## src/hdl/bats_pkg.sv

```systemverilog
`timescale 1ns / 1ps
`default_nettype none

package bats_pkg;

  localparam int MAX_WIDTH  = 64;
  localparam int MAX_HEIGHT = 64;
  localparam int CLASS_BITS = 4;

  localparam int X_BITS    = $clog2(MAX_WIDTH);
  localparam int Y_BITS    = $clog2(MAX_HEIGHT);
  localparam int ADDR_BITS = X_BITS + Y_BITS;
  localparam int CELLS     = MAX_WIDTH * MAX_HEIGHT;

  localparam int DIM_BITS     = 7;
  localparam int PICK_BITS    = 8;
  localparam int TX_BITS      = 8;
  localparam int TY_BITS      = 7;
  localparam int MASK_BITS    = 8;
  localparam int DIRS         = 8;
  localparam int DIR_BITS     = 3;
  localparam int SCAN_BITS    = 4;
  localparam int OFFSETS      = 68;
  localparam int SEL_BITS     = 7;
  localparam int CNT_BITS     = 4;
  localparam int SHIFT_BITS   = 3;
  localparam int SHIFT_TOP    = 6;
  localparam int CFG_IDX_BITS = 2;

  localparam logic [CFG_IDX_BITS-1:0] CFG_GRID_WIDTH  = 2'd0;
  localparam logic [CFG_IDX_BITS-1:0] CFG_GRID_HEIGHT = 2'd1;

  localparam logic OP_WRITE = 1'b0;
  localparam logic OP_QUERY = 1'b1;

  typedef enum logic [2:0] {
    ST_IDLE,
    ST_SCAN,
    ST_KEY,
    ST_MOD,
    ST_EMIT
  } state_t;

  typedef struct packed {
    logic                  flag;
    logic [CLASS_BITS-1:0] cls;
  } cell_t;

  typedef struct packed {
    logic                found;
    logic [SEL_BITS-1:0] start;
    logic [CNT_BITS-1:0] count;
  } key_info_t;

  typedef struct packed {
    logic                  load;
    logic                  step;
    logic [SHIFT_BITS-1:0] shift;
    logic [PICK_BITS-1:0]  pick;
    logic [CNT_BITS-1:0]   divisor;
  } mod_ctrl_t;

  typedef struct packed {
    state_t state;
    logic   mem_we;
  } seq_status_t;

  // Neighbor steps in mask bit order: NW, N, NE, W, E, SW, S, SE.
  localparam logic signed [1:0] STEP_X [DIRS] = '{-2'sd1, 2'sd0, 2'sd1, -2'sd1,
                                                  2'sd1, -2'sd1, 2'sd0, 2'sd1};
  localparam logic signed [1:0] STEP_Y [DIRS] = '{-2'sd1, -2'sd1, -2'sd1, 2'sd0,
                                                  2'sd0, 2'sd1, 2'sd1, 2'sd1};

  localparam logic [TX_BITS-1:0] OFFSET_X [OFFSETS] = '{
    8'd0,   8'd48,  8'd80,  8'd48,  8'd0,   8'd64,  8'd16,  8'd16,  8'd32,  8'd144,
    8'd144, 8'd96,  8'd32,  8'd0,   8'd0,   8'd0,   8'd80,  8'd128, 8'd112, 8'd64,
    8'd144, 8'd128, 8'd128, 8'd0,   8'd16,  8'd32,  8'd96,  8'd96,  8'd48,  8'd144,
    8'd48,  8'd112, 8'd48,  8'd112, 8'd48,  8'd64,  8'd16,  8'd96,  8'd16,  8'd128,
    8'd96,  8'd32,  8'd96,  8'd80,  8'd32,  8'd112, 8'd64,  8'd80,  8'd0,   8'd16,
    8'd32,  8'd48,  8'd64,  8'd80,  8'd0,   8'd16,  8'd32,  8'd48,  8'd64,  8'd80,
    8'd32,  8'd16,  8'd32,  8'd48,  8'd64,  8'd80,  8'd64,  8'd80
  };

  localparam logic [TY_BITS-1:0] OFFSET_Y [OFFSETS] = '{
    7'd80,  7'd96,  7'd112, 7'd80,  7'd96,  7'd112, 7'd80,  7'd96,  7'd96,  7'd32,
    7'd80,  7'd80,  7'd80,  7'd32,  7'd48,  7'd64,  7'd96,  7'd32,  7'd80,  7'd96,
    7'd48,  7'd80,  7'd48,  7'd112, 7'd112, 7'd112, 7'd48,  7'd112, 7'd48,  7'd64,
    7'd64,  7'd64,  7'd112, 7'd112, 7'd112, 7'd64,  7'd48,  7'd64,  7'd64,  7'd64,
    7'd32,  7'd112, 7'd96,  7'd64,  7'd48,  7'd96,  7'd80,  7'd80,  7'd0,   7'd0,
    7'd0,   7'd0,   7'd0,   7'd0,   7'd16,  7'd16,  7'd16,  7'd16,  7'd16,  7'd16,
    7'd64,  7'd32,  7'd32,  7'd32,  7'd32,  7'd32,  7'd48,  7'd48
  };

  // Mask to first offset slot and variant count; found is low for unknown masks.
  function automatic key_info_t key_lookup(input logic [MASK_BITS-1:0] mask);
    key_info_t r;
    r = '0;
    case (mask)
      8'd2:    r = '{1'b1, 7'd0,  4'd1};
      8'd8:    r = '{1'b1, 7'd1,  4'd1};
      8'd10:   r = '{1'b1, 7'd2,  4'd1};
      8'd11:   r = '{1'b1, 7'd3,  4'd1};
      8'd16:   r = '{1'b1, 7'd4,  4'd1};
      8'd18:   r = '{1'b1, 7'd5,  4'd1};
      8'd22:   r = '{1'b1, 7'd6,  4'd1};
      8'd24:   r = '{1'b1, 7'd7,  4'd2};
      8'd26:   r = '{1'b1, 7'd9,  4'd1};
      8'd27:   r = '{1'b1, 7'd10, 4'd1};
      8'd30:   r = '{1'b1, 7'd11, 4'd1};
      8'd31:   r = '{1'b1, 7'd12, 4'd1};
      8'd64:   r = '{1'b1, 7'd13, 4'd1};
      8'd66:   r = '{1'b1, 7'd14, 4'd2};
      8'd72:   r = '{1'b1, 7'd16, 4'd1};
      8'd74:   r = '{1'b1, 7'd17, 4'd1};
      8'd75:   r = '{1'b1, 7'd18, 4'd1};
      8'd80:   r = '{1'b1, 7'd19, 4'd1};
      8'd82:   r = '{1'b1, 7'd20, 4'd1};
      8'd86:   r = '{1'b1, 7'd21, 4'd1};
      8'd88:   r = '{1'b1, 7'd22, 4'd1};
      8'd90:   r = '{1'b1, 7'd23, 4'd2};
      8'd91:   r = '{1'b1, 7'd25, 4'd1};
      8'd94:   r = '{1'b1, 7'd26, 4'd1};
      8'd95:   r = '{1'b1, 7'd27, 4'd1};
      8'd104:  r = '{1'b1, 7'd28, 4'd1};
      8'd106:  r = '{1'b1, 7'd29, 4'd1};
      8'd107:  r = '{1'b1, 7'd30, 4'd1};
      8'd120:  r = '{1'b1, 7'd31, 4'd1};
      8'd122:  r = '{1'b1, 7'd32, 4'd1};
      8'd123:  r = '{1'b1, 7'd33, 4'd1};
      8'd126:  r = '{1'b1, 7'd34, 4'd1};
      8'd127:  r = '{1'b1, 7'd35, 4'd1};
      8'd208:  r = '{1'b1, 7'd36, 4'd1};
      8'd210:  r = '{1'b1, 7'd37, 4'd1};
      8'd214:  r = '{1'b1, 7'd38, 4'd1};
      8'd216:  r = '{1'b1, 7'd39, 4'd1};
      8'd218:  r = '{1'b1, 7'd40, 4'd1};
      8'd219:  r = '{1'b1, 7'd41, 4'd1};
      8'd222:  r = '{1'b1, 7'd42, 4'd1};
      8'd223:  r = '{1'b1, 7'd43, 4'd1};
      8'd248:  r = '{1'b1, 7'd44, 4'd1};
      8'd250:  r = '{1'b1, 7'd45, 4'd1};
      8'd251:  r = '{1'b1, 7'd46, 4'd1};
      8'd254:  r = '{1'b1, 7'd47, 4'd1};
      8'd255:  r = '{1'b1, 7'd48, 4'd13};
      8'd0:    r = '{1'b1, 7'd61, 4'd7};
      default: r = '0;
    endcase
    return r;
  endfunction

endpackage

`default_nettype wire

```

## src/hdl/bats_mod_unit.sv

```systemverilog
`timescale 1ns / 1ps
`default_nettype none

module bats_mod_unit
  import bats_pkg::*;
(
  input  logic                 clk,
  input  mod_ctrl_t            ctrl,
  output logic [PICK_BITS-1:0] rem
);

  localparam int CMP_BITS = PICK_BITS + (1 << SHIFT_BITS);

  logic [CMP_BITS-1:0] sub_val;
  logic                fits;

  // One restoring step: subtract divisor << shift when it fits.
  assign sub_val = CMP_BITS'(ctrl.divisor) << ctrl.shift;
  assign fits    = CMP_BITS'(rem) >= sub_val;

  always_ff @(posedge clk) begin
    if (ctrl.load) begin
      rem <= ctrl.pick;
    end else if (ctrl.step && fits) begin
      rem <= rem - sub_val[PICK_BITS-1:0];
    end
  end

endmodule

`default_nettype wire

```

## config.mk

```make
export PLATFORM = sky130hd
export DESIGN_NAME = bats_mod_unit
export DESIGN_NICKNAME = d
export VERILOG_FILES = /design/src/hdl/bats_pkg.sv /design/src/hdl/bats_mod_unit.sv
export SDC_FILE = /design/constraint.sdc
export NUM_CORES = 1
export LEC_CHECK = 0
export ABC_AREA = 1
export BUFFER_PORTS_ARGS = -buffer_cell sky130_fd_sc_hd__buf_2
export CORE_AREA = 2 2 66 53
export CTS_BUF_LIST = sky130_fd_sc_hd__clkbuf_2 sky130_fd_sc_hd__clkbuf_4 sky130_fd_sc_hd__clkbuf_8
export CTS_CLUSTER_SIZE = 24
export DETAILED_ROUTE_END_ITERATION = 10
export DIE_AREA = 0 0 68 55
export REMOVE_ABC_BUFFERS = 1
export SLEW_MARGIN = 30
export SYNTH_ARGS = -nofsm -noshare
export SYNTH_HDL_FRONTEND = slang
export SYNTH_SLANG_ARGS = --single-unit
```

## constraint.sdc

```tcl
create_clock -name clk -period 2.35 [get_ports clk]
set_input_delay 0.47 -clock clk [delete_from_list [all_inputs] [get_ports clk]]
set_output_delay 0.47 -clock clk [all_outputs]
set_load 0.02 [all_outputs]
```

==> metrics <==
outcome complete, no violations; CTS hold repair buffers 0; critical path's most frequent cell nand2_1; number of synthesized flops with an enable pin 8; post-route core utilization 0.406; Core ar. 3110 sq um; CP Max Fanout 8; area overhead of the layout relative to synthesis 41.6%; Detailed Routing Iterations Pass 1 4; max FFs per register 8; Die ar. 3740 sq um; Post-synth ARST share 0; crit share post-route 0.944; worst path bufs/invs 3; Distinct cells, synth 21; Stages on worst setup path 15; Worst-Skew Late Latency roughly 220 ps; cell area after synthesis 891 sq um; Starting Density 0.287; final hold vios 0; commonest cells in the netlist nand2_1, inv_1; area leader, netlist edfxtp_1; Avg WL per Cell 10.3 um; clock-pin slew on the worst setup and hold paths roughly 40 ps; CTS resizes 0; slowest stage delay, CP between 300 and 400 ps; crit path from ctrl[12]; P_int about 0.54 mW; num rows 18; hold path cells 3; vias in the first global route roughly 860; # diodes 0; CTS Buf Count 3; Regs by FF count rem x8; clock power share 0.183; post-CTS setup buffers 0; critical-path cell list buf_2, or2_4, nor2_2, ha_1, inv_1, fa_2, nand3_1, nand3_2, nand2_1, nand2_1, nand2_1, nand2_1, nand2_1, nand2_2, buf_12; grt met2 use 0.212; H-tree levels 1; Max-cap violations 0; final setup vio count 0; CTS tree yes; RSZ-0062 raised after global routing false; CP delay by family, top simple AND/OR/NAND/NOR gates; crit end category flop; crit path time final 2220 ps; DP HPWL just under 2 mm; post-synthesis sequential area ratio 0.270; worst r2r src rem[0]; Largest Register rem; maximum vdd drop roughly 0.00039 V; switching pwr between 0.3 and 0.4 mW; Mapped Avg Cell Area between 6 and 7 sq um; Synth Flop Type edfxtp_1; Pwr Density 694 nW/um^2; initial drt markers 17; slew margin rel. 0.818; final hold slack between 500 and 600 ps; GRT Max-Usage Layer met2; via count ~960; largest net degree at the start of global routing 12; worst r2r path cells 13; max-slew violation count 0; Mapped Cells about 140; part of the power in combinational logic 0.561; Least-Margin Pin Slew about 270 ps; layout cells sized above 1 0.304; DRC 0; r2r setup slk between 400 and 500 ps; Yosys Warn Count 0; Yosys top cell area share 0.270; Worst Hold Launch ctrl[9]; Slowest-stage cell, CP fa_2; Arr. time, crit path 2210 ps; Chip Width slightly below 70 um; WHS Endpoint rem[5]; top post-synthesis cells by area edfxtp_1, nand2_1, ha_1; CTS Buffer Depth 2; Data required, critical path roughly 2300 ps; GP Congestion around 0.80; Worst Clk Skew around 1.7 ps; Final Non-Filler Cells 221; initial antenna violation count 0; Port Buf Inserts 25; routing usage on met3 0.0162; flop and latch count out of synthesis 8; gr usage total 0.137; most frequent cell after synthesis nand2_1; Die Y 55 um; final WL between 2 and 2.5 mm; remaining global-route overflow 0; met1 usage 0.193; sequential power share 0.256; # clock sinks 8; reg2reg end rem[6]; Setup CP Type in -> reg; first-pass GRT wire length 3.74 mm; Leakage approximately 0.68 nW; Fmax ~450 MHz; dpl cells about 220; CP Launch Type primary input; number of primary I/O pins 26; via-per-instance ratio approximately 4.4; Hold/Removal Path Class in -> reg; remaining antenna violation count 0; Final #Nets 210; Switching Share 0.388; Root Driver clkbuf_8
[cells by family (layout without fill, tap and decap cells)]
kind of cell / count (synthesis) / in the layout / synth area share
AOI/OAI and AO/OA: 16 / 16 / 0.0913
DFF: 8 / 8 / 0.270
adders and majority gates: 9 / 9 / 0.135
and+or+nand+nor: 84 / 84 / 0.424
buffers and inverters: 19 / 64 / 0.0800
[metrics by stage]
step / TNS (ps) / setup slack [ps] / area, sq um / total power, mW
detailed placement: -1890 / -208 / 1210 / 0.709
CTS: 0 / 24.3 / 1250 / 0.876
floorplan: 0 / 90.7 / 887 / 0.514
finish: 0 / 131 / 1260 / 0.875
global route: 0 / 12.9 / 1260 / 0.960
global placement: -1840 / -198 / 1210 / 0.713
[power by group through the flow]
stage,logic [mW],clock network (mW),registers (mW)
finish,0.491,0.160,0.224
global route,0.557,0.176,0.227
CTS,0.488,0.165,0.223
detailed placement,0.483,0,0.225
global placement,0.487,0,0.226
floorplan,0.260,0,0.255
[routing by layer]
layer	vias up	share of wire	wire, um
met5	-	0	0
met3	2	0.048	109
met2	17	0.42	949
met1	410	0.53	1190
li1	533	-	-
met4	0	0.0084	19
[worst reg2reg max path, cell delays in order (launching register included)]
cell and delay (ps):
edfxtp_1 370, inv_1 70, ha_1 140, inv_1 60, fa_2 340, nand3_1 90
nand3_2 90, nand2_1 70, nand2_1 50, nand2_1 50, nand2_1 40, nand2_1 70
nand2_2 70, buf_12 150
[final cells by class]
class / count / area (sq um)
tap: 40 / 50.0
sequential: 8 / 240
timing repair buffer: 43 / 273
multi-input combinational: 109 / 589
inverter: 18 / 67.6
clock buffer: 3 / 41.3
fill: 335 / 1850
[worst max path at each step]
stage              to
2_1_floorplan  rem[0]
3_3_place_gp   rem[1]
3_5_place_dp   rem[0]
4_1_cts        rem[5]
5_1_grt        rem[7]
6_report       rem[6]
[layout by cell type (no fill, tap or decap), drive strengths merged]
cell type / count
fa: 1
nor3: 1
o21ai: 11
nand2: 58
a31oi: 1
a21oi: 4
inv: 18
nand3b: 5
nor2: 4
nand4: 1
nand3: 10
ha: 8
clkbuf: 3
or2: 5
buf: 43
edfxtp: 8
No activity file was read; power rests on OpenSTA's default activity.
