<file path="src/hdl/bats_pkg.sv">
`timescale 1ns / 1ps
`default_nettype none

package bats_pkg;

  localparam int MAX_WIDTH  = 64;
  localparam int MAX_HEIGHT = 64;
  localparam int CLASS_BITS = 4;

  localparam int X_BITS    = $clog2(MAX_WIDTH);
  localparam int Y_BITS    = $clog2(MAX_HEIGHT);
  localparam int ADDR_BITS = X_BITS + Y_BITS;
  localparam int CELLS     = MAX_WIDTH * MAX_HEIGHT;

  localparam int DIM_BITS     = 7;
  localparam int PICK_BITS    = 8;
  localparam int TX_BITS      = 8;
  localparam int TY_BITS      = 7;
  localparam int MASK_BITS    = 8;
  localparam int DIRS         = 8;
  localparam int DIR_BITS     = 3;
  localparam int SCAN_BITS    = 4;
  localparam int OFFSETS      = 68;
  localparam int SEL_BITS     = 7;
  localparam int CNT_BITS     = 4;
  localparam int SHIFT_BITS   = 3;
  localparam int SHIFT_TOP    = 6;
  localparam int CFG_IDX_BITS = 2;

  localparam logic [CFG_IDX_BITS-1:0] CFG_GRID_WIDTH  = 2'd0;
  localparam logic [CFG_IDX_BITS-1:0] CFG_GRID_HEIGHT = 2'd1;

  localparam logic OP_WRITE = 1'b0;
  localparam logic OP_QUERY = 1'b1;

  typedef enum logic [2:0] {
    ST_IDLE,
    ST_SCAN,
    ST_KEY,
    ST_MOD,
    ST_EMIT
  } state_t;

  typedef struct packed {
    logic                  flag;
    logic [CLASS_BITS-1:0] cls;
  } cell_t;

  typedef struct packed {
    logic                found;
    logic [SEL_BITS-1:0] start;
    logic [CNT_BITS-1:0] count;
  } key_info_t;

  typedef struct packed {
    logic                  load;
    logic                  step;
    logic [SHIFT_BITS-1:0] shift;
    logic [PICK_BITS-1:0]  pick;
    logic [CNT_BITS-1:0]   divisor;
  } mod_ctrl_t;

  typedef struct packed {
    state_t state;
    logic   mem_we;
  } seq_status_t;

  // Neighbor steps in mask bit order: NW, N, NE, W, E, SW, S, SE.
  localparam logic signed [1:0] STEP_X [DIRS] = '{-2'sd1, 2'sd0, 2'sd1, -2'sd1,
                                                  2'sd1, -2'sd1, 2'sd0, 2'sd1};
  localparam logic signed [1:0] STEP_Y [DIRS] = '{-2'sd1, -2'sd1, -2'sd1, 2'sd0,
                                                  2'sd0, 2'sd1, 2'sd1, 2'sd1};

  localparam logic [TX_BITS-1:0] OFFSET_X [OFFSETS] = '{
    8'd0,   8'd48,  8'd80,  8'd48,  8'd0,   8'd64,  8'd16,  8'd16,  8'd32,  8'd144,
    8'd144, 8'd96,  8'd32,  8'd0,   8'd0,   8'd0,   8'd80,  8'd128, 8'd112, 8'd64,
    8'd144, 8'd128, 8'd128, 8'd0,   8'd16,  8'd32,  8'd96,  8'd96,  8'd48,  8'd144,
    8'd48,  8'd112, 8'd48,  8'd112, 8'd48,  8'd64,  8'd16,  8'd96,  8'd16,  8'd128,
    8'd96,  8'd32,  8'd96,  8'd80,  8'd32,  8'd112, 8'd64,  8'd80,  8'd0,   8'd16,
    8'd32,  8'd48,  8'd64,  8'd80,  8'd0,   8'd16,  8'd32,  8'd48,  8'd64,  8'd80,
    8'd32,  8'd16,  8'd32,  8'd48,  8'd64,  8'd80,  8'd64,  8'd80
  };

  localparam logic [TY_BITS-1:0] OFFSET_Y [OFFSETS] = '{
    7'd80,  7'd96,  7'd112, 7'd80,  7'd96,  7'd112, 7'd80,  7'd96,  7'd96,  7'd32,
    7'd80,  7'd80,  7'd80,  7'd32,  7'd48,  7'd64,  7'd96,  7'd32,  7'd80,  7'd96,
    7'd48,  7'd80,  7'd48,  7'd112, 7'd112, 7'd112, 7'd48,  7'd112, 7'd48,  7'd64,
    7'd64,  7'd64,  7'd112, 7'd112, 7'd112, 7'd64,  7'd48,  7'd64,  7'd64,  7'd64,
    7'd32,  7'd112, 7'd96,  7'd64,  7'd48,  7'd96,  7'd80,  7'd80,  7'd0,   7'd0,
    7'd0,   7'd0,   7'd0,   7'd0,   7'd16,  7'd16,  7'd16,  7'd16,  7'd16,  7'd16,
    7'd64,  7'd32,  7'd32,  7'd32,  7'd32,  7'd32,  7'd48,  7'd48
  };

  // Mask to first offset slot and variant count; found is low for unknown masks.
  function automatic key_info_t key_lookup(input logic [MASK_BITS-1:0] mask);
    key_info_t r;
    r = '0;
    case (mask)
      8'd2:    r = '{1'b1, 7'd0,  4'd1};
      8'd8:    r = '{1'b1, 7'd1,  4'd1};
      8'd10:   r = '{1'b1, 7'd2,  4'd1};
      8'd11:   r = '{1'b1, 7'd3,  4'd1};
      8'd16:   r = '{1'b1, 7'd4,  4'd1};
      8'd18:   r = '{1'b1, 7'd5,  4'd1};
      8'd22:   r = '{1'b1, 7'd6,  4'd1};
      8'd24:   r = '{1'b1, 7'd7,  4'd2};
      8'd26:   r = '{1'b1, 7'd9,  4'd1};
      8'd27:   r = '{1'b1, 7'd10, 4'd1};
      8'd30:   r = '{1'b1, 7'd11, 4'd1};
      8'd31:   r = '{1'b1, 7'd12, 4'd1};
      8'd64:   r = '{1'b1, 7'd13, 4'd1};
      8'd66:   r = '{1'b1, 7'd14, 4'd2};
      8'd72:   r = '{1'b1, 7'd16, 4'd1};
      8'd74:   r = '{1'b1, 7'd17, 4'd1};
      8'd75:   r = '{1'b1, 7'd18, 4'd1};
      8'd80:   r = '{1'b1, 7'd19, 4'd1};
      8'd82:   r = '{1'b1, 7'd20, 4'd1};
      8'd86:   r = '{1'b1, 7'd21, 4'd1};
      8'd88:   r = '{1'b1, 7'd22, 4'd1};
      8'd90:   r = '{1'b1, 7'd23, 4'd2};
      8'd91:   r = '{1'b1, 7'd25, 4'd1};
      8'd94:   r = '{1'b1, 7'd26, 4'd1};
      8'd95:   r = '{1'b1, 7'd27, 4'd1};
      8'd104:  r = '{1'b1, 7'd28, 4'd1};
      8'd106:  r = '{1'b1, 7'd29, 4'd1};
      8'd107:  r = '{1'b1, 7'd30, 4'd1};
      8'd120:  r = '{1'b1, 7'd31, 4'd1};
      8'd122:  r = '{1'b1, 7'd32, 4'd1};
      8'd123:  r = '{1'b1, 7'd33, 4'd1};
      8'd126:  r = '{1'b1, 7'd34, 4'd1};
      8'd127:  r = '{1'b1, 7'd35, 4'd1};
      8'd208:  r = '{1'b1, 7'd36, 4'd1};
      8'd210:  r = '{1'b1, 7'd37, 4'd1};
      8'd214:  r = '{1'b1, 7'd38, 4'd1};
      8'd216:  r = '{1'b1, 7'd39, 4'd1};
      8'd218:  r = '{1'b1, 7'd40, 4'd1};
      8'd219:  r = '{1'b1, 7'd41, 4'd1};
      8'd222:  r = '{1'b1, 7'd42, 4'd1};
      8'd223:  r = '{1'b1, 7'd43, 4'd1};
      8'd248:  r = '{1'b1, 7'd44, 4'd1};
      8'd250:  r = '{1'b1, 7'd45, 4'd1};
      8'd251:  r = '{1'b1, 7'd46, 4'd1};
      8'd254:  r = '{1'b1, 7'd47, 4'd1};
      8'd255:  r = '{1'b1, 7'd48, 4'd13};
      8'd0:    r = '{1'b1, 7'd61, 4'd7};
      default: r = '0;
    endcase
    return r;
  endfunction

endpackage

`default_nettype wire

</file>
<file path="src/hdl/bats_req_if.sv">
`timescale 1ns / 1ps
`default_nettype none

interface bats_req_if
  import bats_pkg::*;
();
  logic                  valid;
  logic                  ready;
  logic                  op;
  logic [X_BITS-1:0]     cell_x;
  logic [Y_BITS-1:0]     cell_y;
  logic [CLASS_BITS-1:0] tile_class;
  logic                  needs_autotile;
  logic [PICK_BITS-1:0]  variant_pick;

  modport source (output valid, op, cell_x, cell_y, tile_class, needs_autotile,
                  variant_pick, input ready);
  modport sink (input valid, op, cell_x, cell_y, tile_class, needs_autotile,
                variant_pick, output ready);
endinterface

`default_nettype wire

</file>
<file path="src/hdl/bats_rsp_if.sv">
`timescale 1ns / 1ps
`default_nettype none

interface bats_rsp_if
  import bats_pkg::*;
();
  logic                 valid;
  logic                 ready;
  logic [TX_BITS-1:0]   tileset_x;
  logic [TY_BITS-1:0]   tileset_y;
  logic [MASK_BITS-1:0] neighbour_mask;
  logic                 autotiled;
  logic                 key_missing;

  modport source (output valid, tileset_x, tileset_y, neighbour_mask, autotiled,
                  key_missing, input ready);
  modport sink (input valid, tileset_x, tileset_y, neighbour_mask, autotiled,
                key_missing, output ready);
endinterface

`default_nettype wire

</file>
<file path="src/hdl/bats_ctrl.sv">
`timescale 1ns / 1ps
`default_nettype none

module bats_ctrl
  import bats_pkg::*;
(
  input  logic                 clk,
  input  logic                 rst,
  bats_req_if.sink             req,
  bats_rsp_if.source           rsp,
  input  logic [DIM_BITS-1:0]  grid_w,
  input  logic [DIM_BITS-1:0]  grid_h,
  output logic                 mem_en,
  output logic                 mem_we,
  output logic [ADDR_BITS-1:0] mem_addr,
  output cell_t                mem_wdata,
  input  cell_t                mem_rdata,
  output mod_ctrl_t            mod_ctrl,
  input  logic [PICK_BITS-1:0] mod_rem,
  output seq_status_t          status
);

  state_t state, state_next;

  logic [SCAN_BITS-1:0]  cnt;
  logic [SHIFT_BITS-1:0] shift;
  logic [X_BITS-1:0]     x_q;
  logic [Y_BITS-1:0]     y_q;
  logic [PICK_BITS-1:0]  pick_q;
  logic [CLASS_BITS-1:0] own_q;
  logic                  flag_q;
  logic                  zero_q;
  logic [DIRS-1:0]       match_q;
  logic [MASK_BITS-1:0]  mask_q;
  key_info_t             key_q;

  logic                  rsp_valid;
  logic [TX_BITS-1:0]    tx_q;
  logic [TY_BITS-1:0]    ty_q;
  logic [MASK_BITS-1:0]  rmask_q;
  logic                  auto_q;
  logic                  miss_q;

  logic                  accept;
  logic                  inside_req;
  logic [DIRS-1:0]       inb;
  logic [DIR_BITS-1:0]   dir;
  logic [DIR_BITS-1:0]   prev_dir;
  logic [X_BITS-1:0]     nx;
  logic [Y_BITS-1:0]     ny;
  logic [MASK_BITS-1:0]  mask_c;
  logic                  emit_go;
  logic [SEL_BITS-1:0]   sel;
  logic [TX_BITS-1:0]    sel_x;
  logic [TY_BITS-1:0]    sel_y;

  assign req.ready  = (state == ST_IDLE);
  assign accept     = req.valid && req.ready;
  assign inside_req = (DIM_BITS'(req.cell_x) < grid_w) && (DIM_BITS'(req.cell_y) < grid_h);

  // Per-direction grid bounds of the held cell.
  always_comb begin
    for (int i = 0; i < DIRS; i++) begin
      logic ok_x;
      logic ok_y;
      ok_x = 1'b1;
      ok_y = 1'b1;
      if (STEP_X[i] == -2'sd1) ok_x = (x_q != '0);
      if (STEP_X[i] == 2'sd1)  ok_x = (DIM_BITS'(x_q) + DIM_BITS'(1)) < grid_w;
      if (STEP_Y[i] == -2'sd1) ok_y = (y_q != '0);
      if (STEP_Y[i] == 2'sd1)  ok_y = (DIM_BITS'(y_q) + DIM_BITS'(1)) < grid_h;
      inb[i] = ok_x && ok_y;
    end
  end

  assign dir      = cnt[DIR_BITS-1:0];
  assign prev_dir = DIR_BITS'(cnt - SCAN_BITS'(1));
  assign nx       = x_q + X_BITS'(STEP_X[dir]);
  assign ny       = y_q + Y_BITS'(STEP_Y[dir]);

  // Corners also need both adjacent edges.
  assign mask_c = {match_q[7] & match_q[4] & match_q[6],
                   match_q[6],
                   match_q[5] & match_q[3] & match_q[6],
                   match_q[4],
                   match_q[3],
                   match_q[2] & match_q[1] & match_q[4],
                   match_q[1],
                   match_q[0] & match_q[1] & match_q[3]};

  assign emit_go = !rsp_valid || rsp.ready;

  assign sel   = key_q.start + ((key_q.count > CNT_BITS'(1)) ? SEL_BITS'(mod_rem) : '0);
  assign sel_x = (sel < SEL_BITS'(OFFSETS)) ? OFFSET_X[sel] : '0;
  assign sel_y = (sel < SEL_BITS'(OFFSETS)) ? OFFSET_Y[sel] : '0;

  // Next state.
  always_comb begin
    state_next = state;
    case (state)
      ST_IDLE: begin
        if (accept && req.op == OP_QUERY) begin
          state_next = inside_req ? ST_SCAN : ST_EMIT;
        end
      end
      ST_SCAN: begin
        if (cnt == SCAN_BITS'(DIRS)) state_next = ST_KEY;
      end
      ST_KEY: begin
        state_next = ST_MOD;
      end
      ST_MOD: begin
        if (shift == '0) state_next = ST_EMIT;
      end
      ST_EMIT: begin
        if (emit_go) state_next = ST_IDLE;
      end
      default: state_next = ST_IDLE;
    endcase
  end

  // Memory and divider controls.
  always_comb begin
    mem_en    = 1'b0;
    mem_we    = 1'b0;
    mem_addr  = {req.cell_y, req.cell_x};
    mem_wdata = '{flag: req.needs_autotile, cls: req.tile_class};
    mod_ctrl  = '{load: 1'b0, step: 1'b0, shift: shift, pick: pick_q,
                  divisor: key_q.count};
    case (state)
      ST_IDLE: begin
        mem_en = accept && inside_req;
        mem_we = accept && inside_req && (req.op == OP_WRITE);
      end
      ST_SCAN: begin
        mem_en   = (cnt < SCAN_BITS'(DIRS));
        mem_addr = {ny, nx};
      end
      ST_KEY: begin
        mod_ctrl.load = 1'b1;
      end
      ST_MOD: begin
        mod_ctrl.step = 1'b1;
      end
      default: begin
        mem_en = 1'b0;
      end
    endcase
  end

  always_ff @(posedge clk) begin
    if (rst) begin
      state     <= ST_IDLE;
      rsp_valid <= 1'b0;
    end else begin
      state <= state_next;
      if (state == ST_EMIT && emit_go) begin
        rsp_valid <= 1'b1;
      end else if (rsp.ready) begin
        rsp_valid <= 1'b0;
      end
    end
  end

  // Datapath registers.
  always_ff @(posedge clk) begin
    case (state)
      ST_IDLE: begin
        if (accept) begin
          x_q    <= req.cell_x;
          y_q    <= req.cell_y;
          pick_q <= req.variant_pick;
          zero_q <= !inside_req;
          cnt    <= '0;
        end
      end
      ST_SCAN: begin
        if (cnt == '0) begin
          own_q  <= mem_rdata.cls;
          flag_q <= mem_rdata.flag;
        end else begin
          match_q[prev_dir] <= inb[prev_dir] && (mem_rdata.cls == own_q);
        end
        cnt <= cnt + SCAN_BITS'(1);
      end
      ST_KEY: begin
        mask_q <= mask_c;
        key_q  <= key_lookup(mask_c);
        zero_q <= !flag_q;
        shift  <= SHIFT_BITS'(SHIFT_TOP);
      end
      ST_MOD: begin
        shift <= shift - SHIFT_BITS'(1);
      end
      ST_EMIT: begin
        if (emit_go) begin
          if (zero_q) begin
            tx_q    <= '0;
            ty_q    <= '0;
            rmask_q <= '0;
            auto_q  <= 1'b0;
            miss_q  <= 1'b0;
          end else begin
            tx_q    <= key_q.found ? sel_x : '0;
            ty_q    <= key_q.found ? sel_y : '0;
            rmask_q <= mask_q;
            auto_q  <= 1'b1;
            miss_q  <= !key_q.found;
          end
        end
      end
      default: begin
        cnt <= cnt;
      end
    endcase
  end

  assign rsp.valid          = rsp_valid;
  assign rsp.tileset_x      = tx_q;
  assign rsp.tileset_y      = ty_q;
  assign rsp.neighbour_mask = rmask_q;
  assign rsp.autotiled      = auto_q;
  assign rsp.key_missing    = miss_q;

  assign status = '{state: state, mem_we: mem_we};

endmodule

`default_nettype wire

</file>
<file path="src/flat_wrapper.sv">
// flat-port wrapper written by rule: the top's interface ports become plain ports
module bats_ctrl_flat import bats_pkg::*;
  (clk, rst, grid_w, grid_h, mem_en, mem_we, mem_addr, mem_wdata, mem_rdata, mod_ctrl, mod_rem, status, req_valid, req_op, req_cell_x, req_cell_y, req_tile_class, req_needs_autotile, req_variant_pick, req_ready, rsp_valid, rsp_tileset_x, rsp_tileset_y, rsp_neighbour_mask, rsp_autotiled, rsp_key_missing, rsp_ready);
  bats_req_if req_i ();
  bats_rsp_if rsp_i ();
  input  logic clk;
  input  logic rst;
  input  logic [DIM_BITS-1:0] grid_w;
  input  logic [DIM_BITS-1:0] grid_h;
  output logic mem_en;
  output logic mem_we;
  output logic [ADDR_BITS-1:0] mem_addr;
  output cell_t mem_wdata;
  input  cell_t mem_rdata;
  output mod_ctrl_t mod_ctrl;
  input  logic [PICK_BITS-1:0] mod_rem;
  output seq_status_t status;
  input wire logic [$bits(req_i.valid)-1:0] req_valid;
  input wire logic [$bits(req_i.op)-1:0] req_op;
  input wire logic [$bits(req_i.cell_x)-1:0] req_cell_x;
  input wire logic [$bits(req_i.cell_y)-1:0] req_cell_y;
  input wire logic [$bits(req_i.tile_class)-1:0] req_tile_class;
  input wire logic [$bits(req_i.needs_autotile)-1:0] req_needs_autotile;
  input wire logic [$bits(req_i.variant_pick)-1:0] req_variant_pick;
  output wire logic [$bits(req_i.ready)-1:0] req_ready;
  output wire logic [$bits(rsp_i.valid)-1:0] rsp_valid;
  output wire logic [$bits(rsp_i.tileset_x)-1:0] rsp_tileset_x;
  output wire logic [$bits(rsp_i.tileset_y)-1:0] rsp_tileset_y;
  output wire logic [$bits(rsp_i.neighbour_mask)-1:0] rsp_neighbour_mask;
  output wire logic [$bits(rsp_i.autotiled)-1:0] rsp_autotiled;
  output wire logic [$bits(rsp_i.key_missing)-1:0] rsp_key_missing;
  input wire logic [$bits(rsp_i.ready)-1:0] rsp_ready;
  assign req_i.valid = req_valid;
  assign req_i.op = req_op;
  assign req_i.cell_x = req_cell_x;
  assign req_i.cell_y = req_cell_y;
  assign req_i.tile_class = req_tile_class;
  assign req_i.needs_autotile = req_needs_autotile;
  assign req_i.variant_pick = req_variant_pick;
  assign req_ready = req_i.ready;
  assign rsp_valid = rsp_i.valid;
  assign rsp_tileset_x = rsp_i.tileset_x;
  assign rsp_tileset_y = rsp_i.tileset_y;
  assign rsp_neighbour_mask = rsp_i.neighbour_mask;
  assign rsp_autotiled = rsp_i.autotiled;
  assign rsp_key_missing = rsp_i.key_missing;
  assign rsp_i.ready = rsp_ready;
  bats_ctrl u_core (.clk(clk), .rst(rst), .req(req_i), .rsp(rsp_i), .grid_w(grid_w), .grid_h(grid_h), .mem_en(mem_en), .mem_we(mem_we), .mem_addr(mem_addr), .mem_wdata(mem_wdata), .mem_rdata(mem_rdata), .mod_ctrl(mod_ctrl), .mod_rem(mod_rem), .status(status));
endmodule
</file>
<file path="config.mk">
export PLATFORM = sky130hd
export DESIGN_NAME = bats_ctrl_flat
export DESIGN_NICKNAME = d
export VERILOG_FILES = /design/src/hdl/bats_pkg.sv /design/src/hdl/bats_req_if.sv /design/src/hdl/bats_rsp_if.sv /design/src/hdl/bats_ctrl.sv /design/src/flat_wrapper.sv
export SDC_FILE = /design/constraint.sdc
export NUM_CORES = 1
export LEC_CHECK = 0
export BUFFER_PORTS_ARGS = -buffer_cell sky130_fd_sc_hd__buf_2
export CORE_UTILIZATION = 45
export DETAILED_ROUTE_END_ITERATION = 7
export HOLD_SLACK_MARGIN = 0.03
export PLACE_DENSITY = 0.64
export SETUP_SLACK_MARGIN = 0.5
export SLEW_MARGIN = 25
export SYNTH_ARGS = -nofsm -noshare
export SYNTH_HDL_FRONTEND = slang
export SYNTH_SLANG_ARGS = --single-unit
export TNS_END_PERCENT = 20
</file>
<file path="constraint.sdc">
create_clock -name clk -period 4.8 [get_ports clk]
set_clock_uncertainty 0.15 [all_clocks]
set_input_delay 0.24 -clock clk [delete_from_list [all_inputs] [get_ports clk]]
set_output_delay 0.24 -clock clk [all_outputs]
set_load 0.02 [all_outputs]
</file>
==> reports/results.txt, run 1 <==
The run gives 0.110 ns as the minimum hold slack. The tools report the global-route congestion overflow total as 0. The floorplan has 42 rows. The warning count from the yosys run is 0, and the number of endpoints failing setup at the final stage is 0. The share of flip-flops with an asynchronous set or reset after synthesis is 0%, and the internal portion of total power is 2.09 mW.

Entering global routing, the biggest net connects 30 pins. The number of placed instances, taps included, is 902. Synthesis inferred 81 register bits.

TritonCTS built the clock tree. 124 I/O pins were placed. The iteration-0 DRC count of the detailed router was 408.

In this run, synthesis inferred 77 flip-flops with an integrated enable. The logs give 0 for the final antenna-violating net count and 0.000225 V for the peak supply drop. Among all flip-flop cells after synthesis, the most frequent one is sky130_fd_sc_hd__edfxtp_1.

The synthesized netlist devotes 18.8% of its cell area to compound gates. The overall power of the completed layout is 3.77 mW, and the fraction of power consumed by sequential logic is 28.8%. The critical path is of the reg2out type. In the final design database the tool counted 881 nets. The clock network is responsible for 17.2% of the overall power. The tools report the total count of max-transition violations in the final report as 0. Clock latency on the worst-skew pair, taken at its later pin, is 0.35 ns. The number of port buffers works out to 104. The tool flagged a number of max-cap violations equal to 0. Net switching is 44.6% of the power.

Excluding fillers, the count of instances in the completed layout stands at 944. The total power density per cell area was 517 nW/um2. The tools report the number of global-route vias before repair as 4951.

Of all nets on the critical path, the largest fanout is 15. The clock input transition at the sequential cells of the worst setup and hold paths was 0.06 ns; the maximum count of clock buffers along a single path was 2. The final route contains 5234 vias. The slew of the pin with the lowest slew margin was 0.937 ns. The die covers 14300 um2.

Summed over all failing endpoints, the final setup total negative slack is 0 ns. The final layout contains routed wiring with a total length of 14.7 mm. The overall global routing resource usage is 21.0%, and the required time reported for the critical path endpoint is 4.41 ns. The post-layout minimum cycle time came out at 3.85 ns. The global-route wire length before repair came out at 24.0 mm.

The area overhead of the layout relative to synthesis was 17.2%. STA classifies the critical path endpoint as a primary output. The routability congestion estimate came out at 0.885. The die is 120 um wide. In the routed design, unresolved DRC markers number 0. The starting density of the core is 46.6%, and the per-cell via count in the routed design is 5.54. The maximum clock rate was 260 MHz; the area fraction in and, or, nand and nor cells after synthesis was 17.0%. The number of antenna diodes in the final layout is 0. In this run the vertical extent of the chip is 120 um. The cell count after synthesis came out at 658. The worst setup path is launched from a flip-flop.

Setup repair after global routing left no endpoint under its margin. The cell area that synthesis handed to floorplanning was 6220 um2. Cells with a size suffix above 1 make up 18.8% of the layout. The net switching power is 1.68 mW. Before antenna repair, the detailed router went through 6 iterations. The placed cell area was 6760 um2. Dividing the detail-routed wire length by the instance count gives 15.5 um.

After synthesis, the netlist uses 76 different library cells. In this run the standard cell core region covers 13300 um2. Sequential cells were found to cover 38.4% of the synthesized design area.

The endpoint arrival time on the critical path came out at 3.46 ns. The tree built by TritonCTS fans out to 81 sinks. The logs give 0 for the number of antenna violations at the first check in global routing and 0 for the count of endpoints failing hold in the final timing report.

Summing the areas of all xor and xnor instances in the mapped netlist gives 5.41% of the synthesized area. The tools report the estimated wirelength of the detail-placed design as 10.8 mm. For the post-route cell area, the log shows 7300 um2. The leakage power came out at 3.13 nW. The worst hold path belongs to the class in2reg.

The final critical path takes up 80.1% of the cycle. In this run the number of H-tree levels came out at 3. The run finished with clean final reports. The tools report the worst slew slack as a fraction of its limit as 37.4%.

By area, the combinational part of the netlist is dominated by compound AO/OA/AOI/OAI gates. The multiplexer share of the synthesized area came out at 0.482%. The synthesized-area fraction occupied by adder cells is 12.6%. The tools report the clock tree root buffer cell as sky130_fd_sc_hd__clkbuf_16.

Averaged over all synthesized cells, the footprint is 9.46 um2. The combinational group share of total power was 54.0%. For the total CTS buffers, the log shows 9.
[metrics by stage]
stage / setup slack [ns] / utilization (%)
2_1_floorplan: 1.18 / -
3_3_place_gp: 1.08 / 50.6
3_5_place_dp: 0.910 / 50.6
4_1_cts: 0.528 / 54.6
5_1_grt: 0.665 / 54.7
6_report: 0.954 / 54.7
[what timing repair did]
item                       CTS  global route
hold buffers                26             0
hold endpoints to repair    28             0
setup buffers                0             0
setup endpoints to repair    0             2
gates resized for setup      0             2
[area by class of cell]
| type | instances | area [um2] |
|---|---|---|
| Clock inverter | 7 | 53.8 |
| Clock buffer | 9 | 225 |
| Inverter | 47 | 176 |
| Timing Repair Buffer | 134 | 811 |
| Tap cell | 176 | 220 |
| Multi-Input combinational cell | 490 | 3420 |
| Fill cell | 1220 | 6050 |
| Sequential cell | 81 | 2390 |
[cell usage after synthesis (6+ instances only)]
library cell,n,area [um2]
sky130_fd_sc_hd__a21o_1,12,90.1
sky130_fd_sc_hd__a21oi_1,43,215
sky130_fd_sc_hd__xor2_1,7,61.3
sky130_fd_sc_hd__nand3_1,19,95.1
sky130_fd_sc_hd__nor2b_1,17,106
sky130_fd_sc_hd__nor4_1,7,43.8
sky130_fd_sc_hd__nand2_1,62,233
sky130_fd_sc_hd__o21ai_1,7,35.0
sky130_fd_sc_hd__a31oi_1,8,50.1
sky130_fd_sc_hd__buf_2,7,35.0
sky130_fd_sc_hd__o21a_1,6,45.0
sky130_fd_sc_hd__o22ai_1,7,43.8
sky130_fd_sc_hd__edfxtp_1,77,2310
sky130_fd_sc_hd__xnor2_1,19,166
sky130_fd_sc_hd__o2111ai_1,6,52.6
sky130_fd_sc_hd__or3_1,7,43.8
sky130_fd_sc_hd__nor2_1,40,150
sky130_fd_sc_hd__nand2b_1,15,93.8
sky130_fd_sc_hd__ha_1,58,726
sky130_fd_sc_hd__a211oi_1,8,60.1
sky130_fd_sc_hd__and3_1,13,81.3
sky130_fd_sc_hd__nor3_1,19,95.1
sky130_fd_sc_hd__buf_4,21,158
sky130_fd_sc_hd__inv_1,46,173
sky130_fd_sc_hd__o21ai_0,21,105
sky130_fd_sc_hd__clkbuf_1,18,67.6
[state kept, by name, summed over array words and instances (netlist names), 6 cells and up]
name	flops
u_core.pick_q	8
u_core.mask_q	8
u_core.x_q	6
u_core.y_q	6
u_core.rsp.neighbour_mask	8
u_core.key_q	7
u_core.match_q	8
[power by group through the flow]
stage | Sequential, mW | Combinational, mW | Clock, mW
4_1_cts | 1.09 | 2.02 | 0.665
2_1_floorplan | 1.07 | 1.55 | 0
5_1_grt | 1.11 | 2.25 | 0.695
6_report | 1.09 | 2.04 | 0.648
3_3_place_gp | 1.09 | 1.95 | 0
3_5_place_dp | 1.10 | 1.99 | 0
[layer usage]
metal / GRT usage [%] / wire length [um]
met4: 9.22 / 319
met3: 3.23 / 718
met5: 0 / 0
met2: 32.8 / 6840
met1: 28.8 / 6780
[critical path, stage by stage (launching register included)]
cell and delay, ns:
sky130_fd_sc_hd__edfxtp_1 0.66, sky130_fd_sc_hd__inv_1 0.15, sky130_fd_sc_hd__ha_1 0.48, sky130_fd_sc_hd__o21ai_2 0.35
sky130_fd_sc_hd__ha_1 0.29, sky130_fd_sc_hd__a21o_1 0.18, sky130_fd_sc_hd__a21o_1 0.19, sky130_fd_sc_hd__a21o_1 0.19
sky130_fd_sc_hd__a21oi_1 0.20, sky130_fd_sc_hd__xnor2_1 0.10, sky130_fd_sc_hd__o21ai_0 0.13, sky130_fd_sc_hd__buf_2 0.18
[path summary, 6_finish.rpt]
check                                               endpoint  cells past startpoint          startpoint  slack [ns]
worst max-delay path                             mem_addr[5]                     11       u_core.cnt[0]        0.95
worst min-delay path                        u_core.rsp.valid                      4           rsp_ready        0.11
worst max register to register       u_core.rsp.tileset_x[6]                     10  u_core.mod_ctrl[3]        1.03
worst min register to register  u_core.rsp.neighbour_mask[4]                      1    u_core.mask_q[4]        0.38
[logic make-up (layout without fill, tap and decap cells)]
group                    Yosys count  after routing
other                              2              9
adder cells (fa/ha/maj)           61             61
XOR/XNOR                          32             32
AO/OA/AOI/OAI                    170            170
buffers and inverters             94            197
flip-flops                        81             81
multiplexers                       3              3
AND/OR/NAND/NOR                  215            215
[layout by cell type, fill, tap and decap left out, types with 8 or more instances in the layout]
cell type,Yosys,layout
sky130_fd_sc_hd__inv_1,46,46
sky130_fd_sc_hd__nand3_1,19,19
sky130_fd_sc_hd__a211oi_1,8,8
sky130_fd_sc_hd__nor2_1,40,40
sky130_fd_sc_hd__nor2b_1,17,17
sky130_fd_sc_hd__ha_1,58,58
sky130_fd_sc_hd__nand2b_1,15,15
sky130_fd_sc_hd__o21ai_0,21,20
sky130_fd_sc_hd__conb_1,2,9
sky130_fd_sc_hd__buf_2,7,104
sky130_fd_sc_hd__nand2_1,62,62
sky130_fd_sc_hd__a31oi_1,8,8
sky130_fd_sc_hd__a21oi_1,43,43
sky130_fd_sc_hd__and3_1,13,13
sky130_fd_sc_hd__dlygate4sd3_1,0,26
sky130_fd_sc_hd__nor3_1,19,18
sky130_fd_sc_hd__xnor2_1,19,19
sky130_fd_sc_hd__edfxtp_1,77,77
sky130_fd_sc_hd__a21o_1,12,12
sky130_fd_sc_hd__clkbuf_16,0,9
No activity file was read; power rests on OpenSTA's default activity.
==> run 2, diff against run 1 <==
--- a/config.mk
+++ b/config.mk
@@ -9,7 +9,7 @@
 export CORE_UTILIZATION = 45
 export DETAILED_ROUTE_END_ITERATION = 7
 export HOLD_SLACK_MARGIN = 0.03
-export PLACE_DENSITY = 0.64
+export PLACE_DENSITY = 0.67
 export SETUP_SLACK_MARGIN = 0.5
 export SLEW_MARGIN = 25
 export SYNTH_ARGS = -nofsm -noshare
==> constraint.sdc (replaced) <==
create_clock -name clk -period 3.3 [get_ports clk]
set_clock_uncertainty 0.15 [all_clocks]
set_input_delay 0.165 -clock clk [delete_from_list [all_inputs] [get_ports clk]]
set_output_delay 0.165 -clock clk [all_outputs]
set_load 0.02 [all_outputs]
==> reports/results.txt, run 2 (same netlist as run 1, synthesis figures left out) <==
TritonCTS built the clock tree. The vertical die dimension was 120 um (unchanged); the floorplan die area was 14300 um2 (unchanged). The run gives 61.9% (was 54.7%) as the core utilization of the finished layout. The worst setup slack after layout was 0.277 ns (was 0.954 ns). The logs give 3.53 nW (was 3.13 nW) for the leakage power and 15.9 mm (was 14.7 mm) for the total routed wirelength. Critical Path, Cell by Cell: nor3_4 -> nor2b_2 -> ha_2 -> inv_2 -> fa_2 -> inv_8 -> ha_2 -> a21oi_1 -> o221a_1 -> o311ai_2 -> and2_1 (was inv_1 -> ha_1 -> o21ai_2 -> ha_1 -> a21o_1 -> a21o_1 -> a21o_1 -> a21oi_1 -> xnor2_1 -> o21ai_0 -> buf_2). The total power density per cell area was 782 nW/um2 (was 517 nW/um2); the worst slew slack as a fraction of its limit was 40.2% (was 37.4%).

The clock input transition at the sequential cells of the worst setup and hold paths is 0.06 ns (about the same). Nature of the critical path startpoint: a flip-flop (unchanged). Post-layout minimum cycle time: 3.02 ns.

For the number of antenna violations at the first check in global routing, the log shows 0 (unchanged). The max capacitance violation total was 0 (unchanged). The logs give 0 (unchanged) for the number of endpoints failing setup at the final stage and 42 (unchanged) for the number of placement rows.

Commonest cells after routing, fill and taps aside: sky130_fd_sc_hd__buf_2, sky130_fd_sc_hd__edfxtp_1, sky130_fd_sc_hd__nand2_1, sky130_fd_sc_hd__buf_4, sky130_fd_sc_hd__ha_1 (was sky130_fd_sc_hd__buf_2, sky130_fd_sc_hd__edfxtp_1, sky130_fd_sc_hd__nand2_1, sky130_fd_sc_hd__ha_1, sky130_fd_sc_hd__inv_1). The total CTS buffers came out at 9 (unchanged). For the required time reported for the critical path endpoint, the log shows 3.36 ns (was 4.41 ns). The area overhead of the layout relative to synthesis was 32.7% (was 17.2%); the pin count of the biggest net entering global routing was 26 (was 30).

Peak supply drop: 0.000413 V (was 0.000225 V). The run gives 0 (unchanged) as the global-route congestion overflow total. The cell family contributing the most delay on the critical path is adder cells (was compound AO/OA/AOI/OAI gates).

The peak fanout along the critical path was 7 (was 15). The maximum level of the CTS H-tree came out at 3 (unchanged). The worst path uses 91.6% of the clock period. The clock tree root buffer cell is sky130_fd_sc_hd__clkbuf_16 (unchanged). Setup repair after global routing could not meet its margin everywhere.

Derived from the worst setup path, the maximum achievable clock frequency is 331 MHz. The clock latency reported for the late side of the worst-skew pair is 0.34 ns (was 0.35 ns), and the starting density of the core is 46.6% (unchanged). The type of the most critical hold path is in2reg (unchanged). The final net count is 945 (was 881), and the number of port buffers is 104 (unchanged). The setup slack at placement is 0.0220 ns (was 0.910 ns), and the slew of the pin with the lowest slew margin is 0.896 ns (was 0.937 ns).

The most repeated library cell on the critical path is sky130_fd_sc_hd__ha_2 (was sky130_fd_sc_hd__a21o_1). The critical path capture point type was a flip-flop (was a primary output). The number of global-route vias before repair was 5312 (was 4951).

The final routed DRC violation total is 0 (unchanged). The width of the die was 120 um (unchanged); the count of endpoints failing hold in the final timing report was 0 (unchanged). The delay of the slowest critical-path stage works out to 0.56 ns (was 0.66 ns). For the length of the first detailed-routing pass in iterations, the log shows 6 (unchanged). The detail-routed net length per standard cell is 15.8 um (was 15.5 um). The critical path's slowest cell is sky130_fd_sc_hd__fa_2 (was sky130_fd_sc_hd__edfxtp_1). The share of cells above drive strength 1 works out to 31.0% (was 18.8%). The per-cell via count in the routed design was 5.55 (was 5.54); the number of clock sinks was 81 (unchanged).

The global-route wire length before repair was 25.5 mm (was 24.0 mm); the sum of buffers and inverters on the critical path was 2 (unchanged). The maximum count of clock buffers along a single path was 2 (unchanged); the iteration-0 DRC count of the detailed router was 277 (was 408). The minimum hold slack came out at 0.0612 ns (was 0.110 ns). The via count was 5585 (was 5234).

The run gives 22.7% (was 21.0%) as the overall global routing resource usage. The estimated wirelength of the detail-placed design is 11.3 mm (was 10.8 mm). The tools report the final antenna-violating net count as 0 (unchanged).

The logs give 13300 um2 (unchanged) for the core outline area and 0 (unchanged) for the total count of max-transition violations in the final report. The endpoint arrival time on the critical path is 3.08 ns (was 3.46 ns). The routability congestion estimate is 0.921 (was 0.885), and the number of filler instances in the final layout is 1119 (was 1220). The flow ran to the end, and the final reports show no timing, DRC or antenna violations. The commonest non-fill, non-tap cell in the layout is sky130_fd_sc_hd__buf_2 (unchanged). Classification of the worst setup path: reg2reg (was reg2out).

The logs give 0 (unchanged) for the number of antenna cells inserted and 124 (unchanged) for the total I/O pin count.
-- run 2: changes by cell type in the layout (fill, tap and decap cells not counted), moves of 4 or more --
| cell | delta |
|---|---|
| sky130_fd_sc_hd__o311ai_2 | +4 |
| sky130_fd_sc_hd__ha_2 | +4 |
| sky130_fd_sc_hd__buf_4 | +55 |
| sky130_fd_sc_hd__ha_4 | +10 |
| sky130_fd_sc_hd__nor2_1 | -4 |
| sky130_fd_sc_hd__inv_1 | -4 |
| sky130_fd_sc_hd__a21oi_2 | +4 |
| sky130_fd_sc_hd__ha_1 | -14 |
| sky130_fd_sc_hd__a21oi_1 | -6 |
| sky130_fd_sc_hd__buf_6 | +6 |
-- run 2: per-layer routing --
metal	vias to the layer above	wire (um)	GRT usage [%]
met5	-	0	0
li1	2721	-	-
met2	198	7610	36.9
met3	37	839	3.66
met1	2629	7000	29.2
met4	0	463	11.3
-- run 2: cell type report --
type | instances | area [um2] | share of cell area, %
clock inverters | 6 | 91.3 | 1.11
repair buffers | 198 | 1350 | 16.4
flip-flops and latches | 81 | 2390 | 29.0
multi-input cells | 490 | 3800 | 46.0
well taps | 176 | 220 | 2.67
inverters | 47 | 184 | 2.23
clock buffers | 9 | 225 | 2.73
-- run 2: worst paths after layout --
kind	start	end	slack, ns	depth (start not counted)
setup / recovery	u_core.mod_ctrl[1]	u_core.rsp.tileset_x[6]	0.28	11
hold / removal	rsp_ready	u_core.rsp.valid	0.06	4
setup reg to reg	u_core.mod_ctrl[1]	u_core.rsp.tileset_x[6]	0.28	11
hold reg to reg	u_core.mask_q[6]	u_core.rsp.neighbour_mask[6]	0.38	1
-- run 2: what timing repair did --
action | 4_1_cts | 5_1_grt
hold buffers | 26 | 0
endpoints found under the setup margin | 20 | 24
resized for setup | 34 | 32
hold endpoints to repair | 29 | 0
gates cloned | 0 | 0
pin swaps | 19 | 22
setup buffers | 23 | 14
-- run 2: through the flow --
step                      power (mW)  instance area, um2  cells  setup TNS, ns
after floorplan                 3.90                6370    665        -0.0400
after global placement          4.66                7060    929              0
after detailed placement        4.73                7060    929              0
after CTS                       6.21                8010    993              0
after global routing            6.87                8260   1007              0
final                           6.46                8260   1007              0
-- run 2: where the power goes --
| group | internal (mW) | switching, mW | total [mW] |
|---|---|---|---|
| logic | 1.69 | 2.14 | 3.83 |
| clock network | 0.663 | 0.408 | 1.07 |
| registers | 1.38 | 0.179 | 1.56 |
| total | 3.73 | 2.72 | 6.46 |
-- run 2: worst register-to-register path, cell delays in order (launching register included) --
cell,delay [ns]
sky130_fd_sc_hd__edfxtp_1,0.42
sky130_fd_sc_hd__nor3_4,0.25
sky130_fd_sc_hd__nor2b_2,0.07
sky130_fd_sc_hd__ha_2,0.19
sky130_fd_sc_hd__inv_2,0.06
sky130_fd_sc_hd__fa_2,0.56
sky130_fd_sc_hd__inv_8,0.15
sky130_fd_sc_hd__ha_2,0.25
sky130_fd_sc_hd__a21oi_1,0.08
sky130_fd_sc_hd__o221a_1,0.23
sky130_fd_sc_hd__o311ai_2,0.31
sky130_fd_sc_hd__and2_1,0.17
